$ cat config.mk
export PLATFORM = sky130hd
export DESIGN_NAME = per_peer_replay_window_check_top
export DESIGN_NICKNAME = d
export VERILOG_FILES = /design/src/hw/rtl/ppr_pkg.sv /design/src/hw/rtl/ppr_ctrl.sv /design/src/hw/rtl/ppr_datapath.sv /design/src/hw/rtl/per_peer_replay_window_check_top.sv
export VERILOG_INCLUDE_DIRS = /design/src /design/src/hw/rtl
export SDC_FILE = /design/constraint.sdc
export NUM_CORES = 2
export LEC_CHECK = 0
export ABC_AREA = 1
export BUFFER_PORTS_ARGS = -buffer_cell sky130_fd_sc_hd__buf_2
export CORE_ASPECT_RATIO = 0.75
export CORE_UTILIZATION = 60
export CTS_CLUSTER_DIAMETER = 80
export DETAILED_ROUTE_END_ITERATION = 12
export PLACE_DENSITY_LB_ADDON = 0.1
export SYNTH_ARGS = -nofsm -noshare
export SYNTH_HDL_FRONTEND = slang
export SYNTH_SLANG_ARGS = --single-unit
$ cat constraint.sdc
create_clock -name clk -period 8.2 [get_ports clk]
set_input_delay 1.23 -clock clk [delete_from_list [all_inputs] [get_ports clk]]
set_output_delay 1.23 -clock clk [all_outputs]
set_load 0.03 [all_outputs]
$ cat src/hw/rtl/per_peer_replay_window_check_top_assert.svh
// Assertion macros for the per-peer replay window check.
`ifndef PER_PEER_REPLAY_WINDOW_CHECK_TOP_ASSERT_SVH
`define PER_PEER_REPLAY_WINDOW_CHECK_TOP_ASSERT_SVH

`ifndef SYNTHESIS
// The consequent must hold on the cycle after the antecedent.
`define PPR_ASSERT_NEXT(label, ante, cons) \
    label: assert property (@(posedge clk) disable iff (!rst_n) (ante) |=> (cons)) \
        else $error("replay window check: next-cycle property failed");
// The condition must never be true.
`define PPR_ASSERT_NEVER(label, cond) \
    label: assert property (@(posedge clk) disable iff (!rst_n) !(cond)) \
        else $error("replay window check: forbidden condition seen");
`else
`define PPR_ASSERT_NEXT(label, ante, cons)
`define PPR_ASSERT_NEVER(label, cond)
`endif

`endif

$ cat src/hw/rtl/ppr_pkg.sv
// Shared types and constants of the per-peer replay window check.
`timescale 1ns / 1ps

package ppr_pkg;

    localparam int ID_W       = 16;
    localparam int SEQ_W      = 32;
    localparam int VERDICT_W  = 3;
    localparam int SLOT_OUT_W = 5;

    localparam logic [VERDICT_W-1:0] VERDICT_ADVANCE = 3'd0;
    localparam logic [VERDICT_W-1:0] VERDICT_NEWPEER = 3'd1;
    localparam logic [VERDICT_W-1:0] VERDICT_FILL    = 3'd2;
    localparam logic [VERDICT_W-1:0] VERDICT_DUP     = 3'd3;
    localparam logic [VERDICT_W-1:0] VERDICT_OLD     = 3'd4;
    localparam logic [VERDICT_W-1:0] VERDICT_FULL    = 3'd5;
    localparam logic [VERDICT_W-1:0] VERDICT_OFF     = 3'd6;

    // Commands from the controller to the datapath.
    typedef struct packed {
        logic capture;  // take the input item, search the table, read the entry
        logic commit;   // update the entry and load the result register
    } ppr_cmd_t;

endpackage

$ cat src/hw/rtl/ppr_ctrl.sv
// Controller of the per-peer replay window check: sequencing and output handshake.
`timescale 1ns / 1ps

module ppr_ctrl
    import ppr_pkg::*;
(
    input  logic     clk,
    input  logic     rst_n,
    input  logic     s_tvalid,
    output logic     s_tready,
    output logic     m_tvalid,
    input  logic     m_tready,
    output ppr_cmd_t cmd
);

    localparam logic ST_IDLE = 1'b0;
    localparam logic ST_EXEC = 1'b1;

    logic state_reg;
    logic state_next;
    logic out_valid_reg;
    logic out_valid_next;

    always_comb
    begin
        cmd.capture = 1'b0;
        cmd.commit  = 1'b0;
        state_next  = state_reg;
        unique case (state_reg)
            ST_IDLE:
            begin
                if (s_tvalid)
                begin
                    cmd.capture = 1'b1;
                    state_next  = ST_EXEC;
                end
            end
            ST_EXEC:
            begin
                // The result register must be free or emptying this cycle.
                if (!out_valid_reg || m_tready)
                begin
                    cmd.commit = 1'b1;
                    state_next = ST_IDLE;
                end
            end
            default:
            begin
                state_next = ST_IDLE;
            end
        endcase
    end

    always_comb
    begin
        if (cmd.commit)
            out_valid_next = 1'b1;
        else if (m_tready)
            out_valid_next = 1'b0;
        else
            out_valid_next = out_valid_reg;
    end

    always_ff @(posedge clk or negedge rst_n)
    begin
        if (!rst_n)
        begin
            state_reg     <= ST_IDLE;
            out_valid_reg <= 1'b0;
        end
        else
        begin
            state_reg     <= state_next;
            out_valid_reg <= out_valid_next;
        end
    end

    assign s_tready = (state_reg == ST_IDLE);
    assign m_tvalid = out_valid_reg;

endmodule

$ cat src/hw/rtl/ppr_datapath.sv
// Datapath of the per-peer replay window check: peer table, entry memory and window update.
`timescale 1ns / 1ps

module ppr_datapath
    import ppr_pkg::*;
#(
    parameter int MAX_PEERS   = 32,
    parameter int WINDOW_BITS = 32
)
(
    input  logic                  clk,
    input  logic                  rst_n,
    input  ppr_cmd_t              cmd,
    input  logic [ID_W-1:0]       in_id,
    input  logic [SEQ_W-1:0]      in_seq,
    input  logic                  cfg_we,
    input  logic                  cfg_enable,
    output logic                  out_accepted,
    output logic [VERDICT_W-1:0]  out_verdict,
    output logic [SLOT_OUT_W-1:0] out_slot
);

    localparam int SLOT_W  = (MAX_PEERS > 1) ? $clog2(MAX_PEERS) : 1;
    localparam int PC_W    = $clog2(MAX_PEERS + 1);
    localparam int SH_W    = $clog2(WINDOW_BITS);
    localparam int ENTRY_W = SEQ_W + WINDOW_BITS;

    logic                   enable_reg;
    logic [PC_W-1:0]        count_reg;
    logic [ID_W-1:0]        peer_id_reg [MAX_PEERS];
    logic [ENTRY_W-1:0]     entry_mem [MAX_PEERS];
    logic [ENTRY_W-1:0]     rd_data_reg;

    logic [ID_W-1:0]        id_reg;
    logic [SEQ_W-1:0]       seq_reg;
    logic                   hit_reg;
    logic [SLOT_W-1:0]      slot_reg;

    logic                   out_accepted_reg;
    logic [VERDICT_W-1:0]   out_verdict_reg;
    logic [SLOT_OUT_W-1:0]  out_slot_reg;

    // Search of the table, on the item as it is accepted.
    logic                   hit_next;
    logic [SLOT_W-1:0]      slot_next;

    always_comb
    begin
        hit_next  = 1'b0;
        slot_next = '0;
        for (int i = MAX_PEERS - 1; i >= 0; i--)
        begin
            if ((PC_W'(i) < count_reg) && (peer_id_reg[i] == in_id))
            begin
                hit_next  = 1'b1;
                slot_next = SLOT_W'(i);
            end
        end
    end

    // Update of the entry read for the captured item.
    logic [SEQ_W-1:0]        last_seq;
    logic [WINDOW_BITS-1:0]  bitmap;
    logic [SEQ_W-1:0]        diff;
    logic [SEQ_W-1:0]        off;
    logic [WINDOW_BITS-1:0]  off_bit;
    logic                    room;
    logic                    wr_en;
    logic                    new_peer;
    logic [SLOT_W-1:0]       wr_slot;
    logic [ENTRY_W-1:0]      wr_data;
    logic                    acc_next;
    logic [VERDICT_W-1:0]    verdict_next;
    logic [SLOT_W-1:0]       sel_slot;
    logic [SLOT_W+SLOT_OUT_W-1:0] slot_wide;

    assign last_seq = rd_data_reg[SEQ_W-1:0];
    assign bitmap   = rd_data_reg[ENTRY_W-1:SEQ_W];
    assign diff     = seq_reg - last_seq;
    assign off      = last_seq - seq_reg;
    assign off_bit  = WINDOW_BITS'(1) << off[SH_W-1:0];
    assign room     = (count_reg < PC_W'(MAX_PEERS));

    always_comb
    begin
        wr_en        = 1'b0;
        new_peer     = 1'b0;
        wr_slot      = slot_reg;
        wr_data      = rd_data_reg;
        acc_next     = 1'b1;
        verdict_next = VERDICT_OFF;
        sel_slot     = '0;
        if (enable_reg)
        begin
            if (hit_reg)
            begin
                sel_slot = slot_reg;
                if (seq_reg > last_seq)
                begin
                    verdict_next = VERDICT_ADVANCE;
                    wr_en        = 1'b1;
                    if (diff < SEQ_W'(WINDOW_BITS))
                        wr_data = {(bitmap << diff[SH_W-1:0]) | WINDOW_BITS'(1), seq_reg};
                    else
                        wr_data = {WINDOW_BITS'(1), seq_reg};
                end
                else if (off < SEQ_W'(WINDOW_BITS))
                begin
                    if ((bitmap & off_bit) != '0)
                    begin
                        verdict_next = VERDICT_DUP;
                        acc_next     = 1'b0;
                    end
                    else
                    begin
                        verdict_next = VERDICT_FILL;
                        wr_en        = 1'b1;
                        wr_data      = {bitmap | off_bit, last_seq};
                    end
                end
                else
                begin
                    verdict_next = VERDICT_OLD;
                    acc_next     = 1'b0;
                end
            end
            else if (room)
            begin
                verdict_next = VERDICT_NEWPEER;
                new_peer     = 1'b1;
                wr_en        = 1'b1;
                wr_slot      = count_reg[SLOT_W-1:0];
                sel_slot     = count_reg[SLOT_W-1:0];
                wr_data      = {WINDOW_BITS'(1), seq_reg};
            end
            else
            begin
                verdict_next = VERDICT_FULL;
            end
        end
    end

    assign slot_wide = {{SLOT_OUT_W{1'b0}}, sel_slot};

    always_ff @(posedge clk or negedge rst_n)
    begin
        if (!rst_n)
        begin
            enable_reg <= 1'b1;
            count_reg  <= '0;
        end
        else
        begin
            if (cfg_we)
                enable_reg <= cfg_enable;
            if (cmd.commit && new_peer)
                count_reg <= count_reg + PC_W'(1);
        end
    end

    always_ff @(posedge clk)
    begin
        if (cmd.capture)
        begin
            id_reg      <= in_id;
            seq_reg     <= in_seq;
            hit_reg     <= hit_next;
            slot_reg    <= slot_next;
            rd_data_reg <= entry_mem[slot_next];
        end
        if (cmd.commit && wr_en)
            entry_mem[wr_slot] <= wr_data;
        if (cmd.commit && new_peer)
            peer_id_reg[count_reg[SLOT_W-1:0]] <= id_reg;
        if (cmd.commit)
        begin
            out_accepted_reg <= acc_next;
            out_verdict_reg  <= verdict_next;
            out_slot_reg     <= slot_wide[SLOT_OUT_W-1:0];
        end
    end

    assign out_accepted = out_accepted_reg;
    assign out_verdict  = out_verdict_reg;
    assign out_slot     = out_slot_reg;

endmodule

$ cat src/hw/rtl/per_peer_replay_window_check_top.sv
// Top level of the per-peer replay window check.
`timescale 1ns / 1ps

// Each item names a sender and a sequence number and comes back as one result
// item saying whether the packet is accepted, why, and which table slot it
// used. Each item is handled in a capture step and an update step: in the
// cycle it is accepted the sender id is compared against all valid slots of the
// peer table at once and the matching entry (highest sequence and window
// bitmap) is read from the entry memory; then, once the output register is free
// or emptying, the entry is updated and the result is loaded into the output
// register. The split comes from the single read port of the entry memory,
// whose data is registered. The input side stays ready while a finished result
// waits to be taken, so an item is held only when the output register is still
// full at the update cycle. The table needs no clearing after reset: only slots
// below the peer count are ever looked at. Checking can be turned off through
// the configuration channel, which should only be written while no item is in
// flight; with checking off every item is accepted and nothing is changed.

module per_peer_replay_window_check_top
    import ppr_pkg::*;
#(
    parameter int MAX_PEERS   = 32,
    parameter int WINDOW_BITS = 32
)
(
    input  logic        clk,
    input  logic        rst_n,
    input  logic        s_tvalid,
    output logic        s_tready,
    input  logic [47:0] s_tdata,   // [15:0] sender_id, [47:16] sequence_number
    output logic        m_tvalid,
    input  logic        m_tready,
    output logic [7:0]  m_tdata,   // [4:0] peer_slot, [7:5] zero
    output logic [3:0]  m_tuser,   // [0] accepted, [3:1] verdict
    input  logic        cfg_valid,
    output logic        cfg_ready,
    input  logic        cfg_data   // replay_check_enable
);

    ppr_cmd_t              cmd;
    logic                  out_accepted;
    logic [VERDICT_W-1:0]  out_verdict;
    logic [SLOT_OUT_W-1:0] out_slot;

    // The enable register can always be written.
    assign cfg_ready = 1'b1;

    ppr_ctrl u_ctrl
    (
        .clk      (clk),
        .rst_n    (rst_n),
        .s_tvalid (s_tvalid),
        .s_tready (s_tready),
        .m_tvalid (m_tvalid),
        .m_tready (m_tready),
        .cmd      (cmd)
    );

    ppr_datapath #(
        .MAX_PEERS   (MAX_PEERS),
        .WINDOW_BITS (WINDOW_BITS)
    ) u_datapath
    (
        .clk          (clk),
        .rst_n        (rst_n),
        .cmd          (cmd),
        .in_id        (s_tdata[ID_W-1:0]),
        .in_seq       (s_tdata[ID_W+SEQ_W-1:ID_W]),
        .cfg_we       (cfg_valid),
        .cfg_enable   (cfg_data),
        .out_accepted (out_accepted),
        .out_verdict  (out_verdict),
        .out_slot     (out_slot)
    );

    assign m_tdata = {3'b000, out_slot};
    assign m_tuser = {out_verdict, out_accepted};

    // A committed item always shows up at the output on the next cycle.
    `include "per_peer_replay_window_check_top_assert.svh"
    `PPR_ASSERT_NEXT(a_commit_loads_output, cmd.commit, m_tvalid)
    // Only one item is in flight: after an acceptance the input side closes.
    `PPR_ASSERT_NEXT(a_one_in_flight, cmd.capture, !s_tready)
    // Capture and update of the entry never fall in the same cycle.
    `PPR_ASSERT_NEVER(a_capture_commit_apart, cmd.capture && cmd.commit)
    // Rejected items are only duplicates or too old.
    `PPR_ASSERT_NEVER(a_reject_reason, m_tvalid && !m_tuser[0] &&
        (m_tuser[3:1] != VERDICT_DUP) && (m_tuser[3:1] != VERDICT_OLD))

endmodule
==> results.json <==
{
  "cts_setup_buffers": 0,
  "crit_top_cell": "nand2_1",
  "path_max_fanout": 22,
  "crit_path_end_kind": "register",
  "yosysSeqAreaShare_pct": 67.0,
  "row_count": 142,
  "fin_crit_sh_pct": 88.7,
  "num_io_pins": 69,
  "clock_path_buffers": 4,
  "vias_per_cell": 6.61,
  "remaining_drc_errors": 0,
  "cts.sinks": 2696,
  "worst_slack_ns": 0.923,
  "coreArea_um2": 200000,
  "clkTransAtPathRegs_ns": 0.06,
  "drive_above_1_share_pct": 8.25,
  "place.gp.congestion": 0.986,
  "setup_violations": 0,
  "cts_hold_buf": 0,
  "finalHoldViolations": 0,
  "routed_wirelength_um": 404000,
  "irDropWorstVdd_mv": 0.249,
  "antenna_found_initial": 11,
  "start_kind": "register",
  "initial_utilization_pct": 60.4,
  "synth_edf_count": 2687,
  "postSynth.asyncResetShare_pct": 0.334,
  "ant_nets": 0,
  "place_hpwl_um": 225000,
  "drtPass1Iterations": 9,
  "numCtsBuffers": 267,
  "grtUsageTotal_pct": 39.1,
  "critPathKind": "reg2reg",
  "yosysMostFrequentCell": "nand3_1",
  "largest_reg_flops": 2048,
  "root_buffer": "clkbuf_16",
  "fp.dieH_um": 390,
  "ys_seq_elements": 2696,
  "cp_top_family": "simple AND/OR/NAND/NOR gates",
  "hp-class": "in2async",
  "avgSynthCellArea_um2": 11.1,
  "post_drt_wl_per_cell_um": 29.4,
  "insertion_delay_ns": 0.86,
  "dr.max_layer_used": "met5",
  "grt_max_degree": 207,
  "maxSlewHeadroom_pct": 5.49,
  "area_growth_pct": 10.8,
  "yosys-top-cells-count": "nand3_1, edfxtp_1, nand2_1",
  "ys.warnings.count": 0,
  "drt_iter0_drc": 15730,
  "power_uw": 32300,
  "cp_data_arrival_time_ns": 7.75,
  "syn_inst": 10893,
  "path_cells": "inv_1, ha_1, inv_1, fa_1, xnor2_1, nor3_1, nand2_1, nor2_1, a221oi_1, o21ai_0, a2111oi_0, nand3_1, nor4_1, nand2_1, inv_2, nor2_1, nor3_2, nand2_1, nor2_4, buf_4",
  "fin_nets": 10996,
  "tritoncts": "built",
  "ys_types": 62,
  "grt_pass1_wl_um": 577000,
  "htreeDepth": 5,
  "nFillCells": 14924,
  "die_w_um": 520,
  "max_cap_viol_count": 0,
  "power_density_nw_per_um2": 241,
  "numPortBuffers": 64,
  "ys_top_cells_by_area": "edfxtp_1, nand3_1, nand2_1, xor2_1, nor2_1",
  "p_leak_uw": 0.0483,
  "hold_slack_ns": 0.310,
  "route.met3.wl_um": 63000,
  "finalSetupTns_ns": 0,
  "wl_met2_um": 169000,
  "yosys.area.top_type": "edfxtp_1",
  "fin_crit_ns": 7.28,
  "finalMaxSlewViolations": 0,
  "rsz0062_at_grt": "no",
  "synth_area_um2": 121000,
  "required_ns": 8.67,
  "die-area_um2": 203000,
  "grt-ovfl-total": 0,
  "wl_met1_um": 158000,
  "yosys.area.top_type_share_pct": 66.8,
  "path_buf_inv": 4,
  "fin_worst_skew_ns": 0.0689,
  "grt_pass1_vias": 84006,
  "post_cts_resized": 0,
  "post-route-util_pct": 66.9,
  "synthFlopType": "edfxtp_1",
  "pre_cts_slack_ns": 0.996,
  "vias": 90735,
  "max_freq_mhz": 137,
  "tightestPinTransition_ns": 1.38,
  "max_stage_delay_ns": 1.04,
  "slowest_stage": "xnor2_1",
  "status": "finished, final reports clean"
}
[metal layers]
| metal | up-vias | track usage [%] |
|---|---|---|
| li1 | 38895 | - |
| met1 | 43941 | 58.4 |
| met2 | 6979 | 55.3 |
| met3 | 918 | 10.8 |
| met4 | 2 | 13.3 |
| met5 | - | 0 |
[stage by stage]
stage	cell area [um2]	instances
floorplan	121000	10895
global placement	125000	13267
detailed placement	126000	13268
CTS	134000	13725
global route	134000	13725
finish	134000	13728
[cells by family after synthesis]
family	Yosys count	synth area share, %
other	2	0.00622
xor gates and xnor gates	355	2.58
AOI/OAI and AO/OA	639	3.07
adders and majority gates	69	0.728
buffers and inverters	1186	4.10
muxes	23	0.191
and+or+nand+nor	5923	22.3
DFF	2696	67.0
[final timing paths]
kind,slack (ns),to,from,depth (start not counted)
max,0.92,u_datapath.entry_mem[25][60]$_DFFE_PP_,u_datapath.rd_data_reg[0]$_DFFE_PP_,20
min reg2reg,0.50,u_ctrl.m_tvalid$_DFFE_PN0P_,u_ctrl.m_tvalid$_DFFE_PN0P_,2
min,0.31,u_datapath.count_reg[5]$_DFFE_PN0P_,rst_n,1
max reg2reg,0.92,u_datapath.entry_mem[25][60]$_DFFE_PP_,u_datapath.rd_data_reg[0]$_DFFE_PP_,20
min in group clk,0.50,u_ctrl.m_tvalid$_DFFE_PN0P_,u_ctrl.m_tvalid$_DFFE_PN0P_,2
max in group asynchronous,7.59,u_datapath.enable_reg$_DFFE_PN1P_,rst_n,1
[worst reg2reg max path: stages (launching register included)]
cell and delay [ns]:
edfxtp_1 0.77, inv_1 0.28, ha_1 0.21, inv_1 0.11, fa_1 0.49, xnor2_1 1.04, nor3_1 0.16, nand2_1 0.15
nor2_1 0.09, a221oi_1 0.26, o21ai_0 0.15, a2111oi_0 0.45, nand3_1 0.12, nor4_1 0.35, nand2_1 0.15, inv_2 0.16
nor2_1 0.09, nor3_2 0.29, nand2_1 0.60, nor2_4 0.33, buf_4 0.59
[layout make-up]
cell class	count	area (um2)	share of cell area [%]
Antenna cell	3	7.51	0.00561
Clock buffer	338	7150	5.35
Clock inverter	119	1040	0.775
Inverter	504	1920	1.44
Multi-Input combinational cell	7013	35500	26.5
Sequential cell	2696	80900	60.5
Tap cell	2664	3330	2.49
Timing Repair Buffer	391	3890	2.91
[where the power goes]
part	internal (uW)	total (uW)	switching [uW]
logic	892	4070	3180
registers	16100	16300	264
clock network	6640	11800	5210
[cells in the final DEF, fill, tap and decap left out, types with 29 or more instances in the layout]
| cell | n |
|---|---|
| nor3_1 | 110 |
| buf_2 | 64 |
| buf_12 | 89 |
| nand2_1 | 2213 |
| nand4_1 | 108 |
| ha_1 | 66 |
| clkinv_2 | 29 |
| nor4_1 | 116 |
| nand3b_1 | 36 |
| clkbuf_16 | 276 |
| clkinv_1 | 56 |
| a21oi_1 | 205 |
| edfxtp_1 | 2687 |
| clkbuf_1 | 61 |
| nor2_1 | 451 |
| buf_4 | 238 |
| xor2_1 | 283 |
| nor2_4 | 37 |
| o21ai_0 | 251 |
| xnor2_1 | 69 |
| inv_1 | 485 |
| nand3_1 | 2703 |
| or2_2 | 74 |
Note: power is estimated with default switching activity, not from simulation.
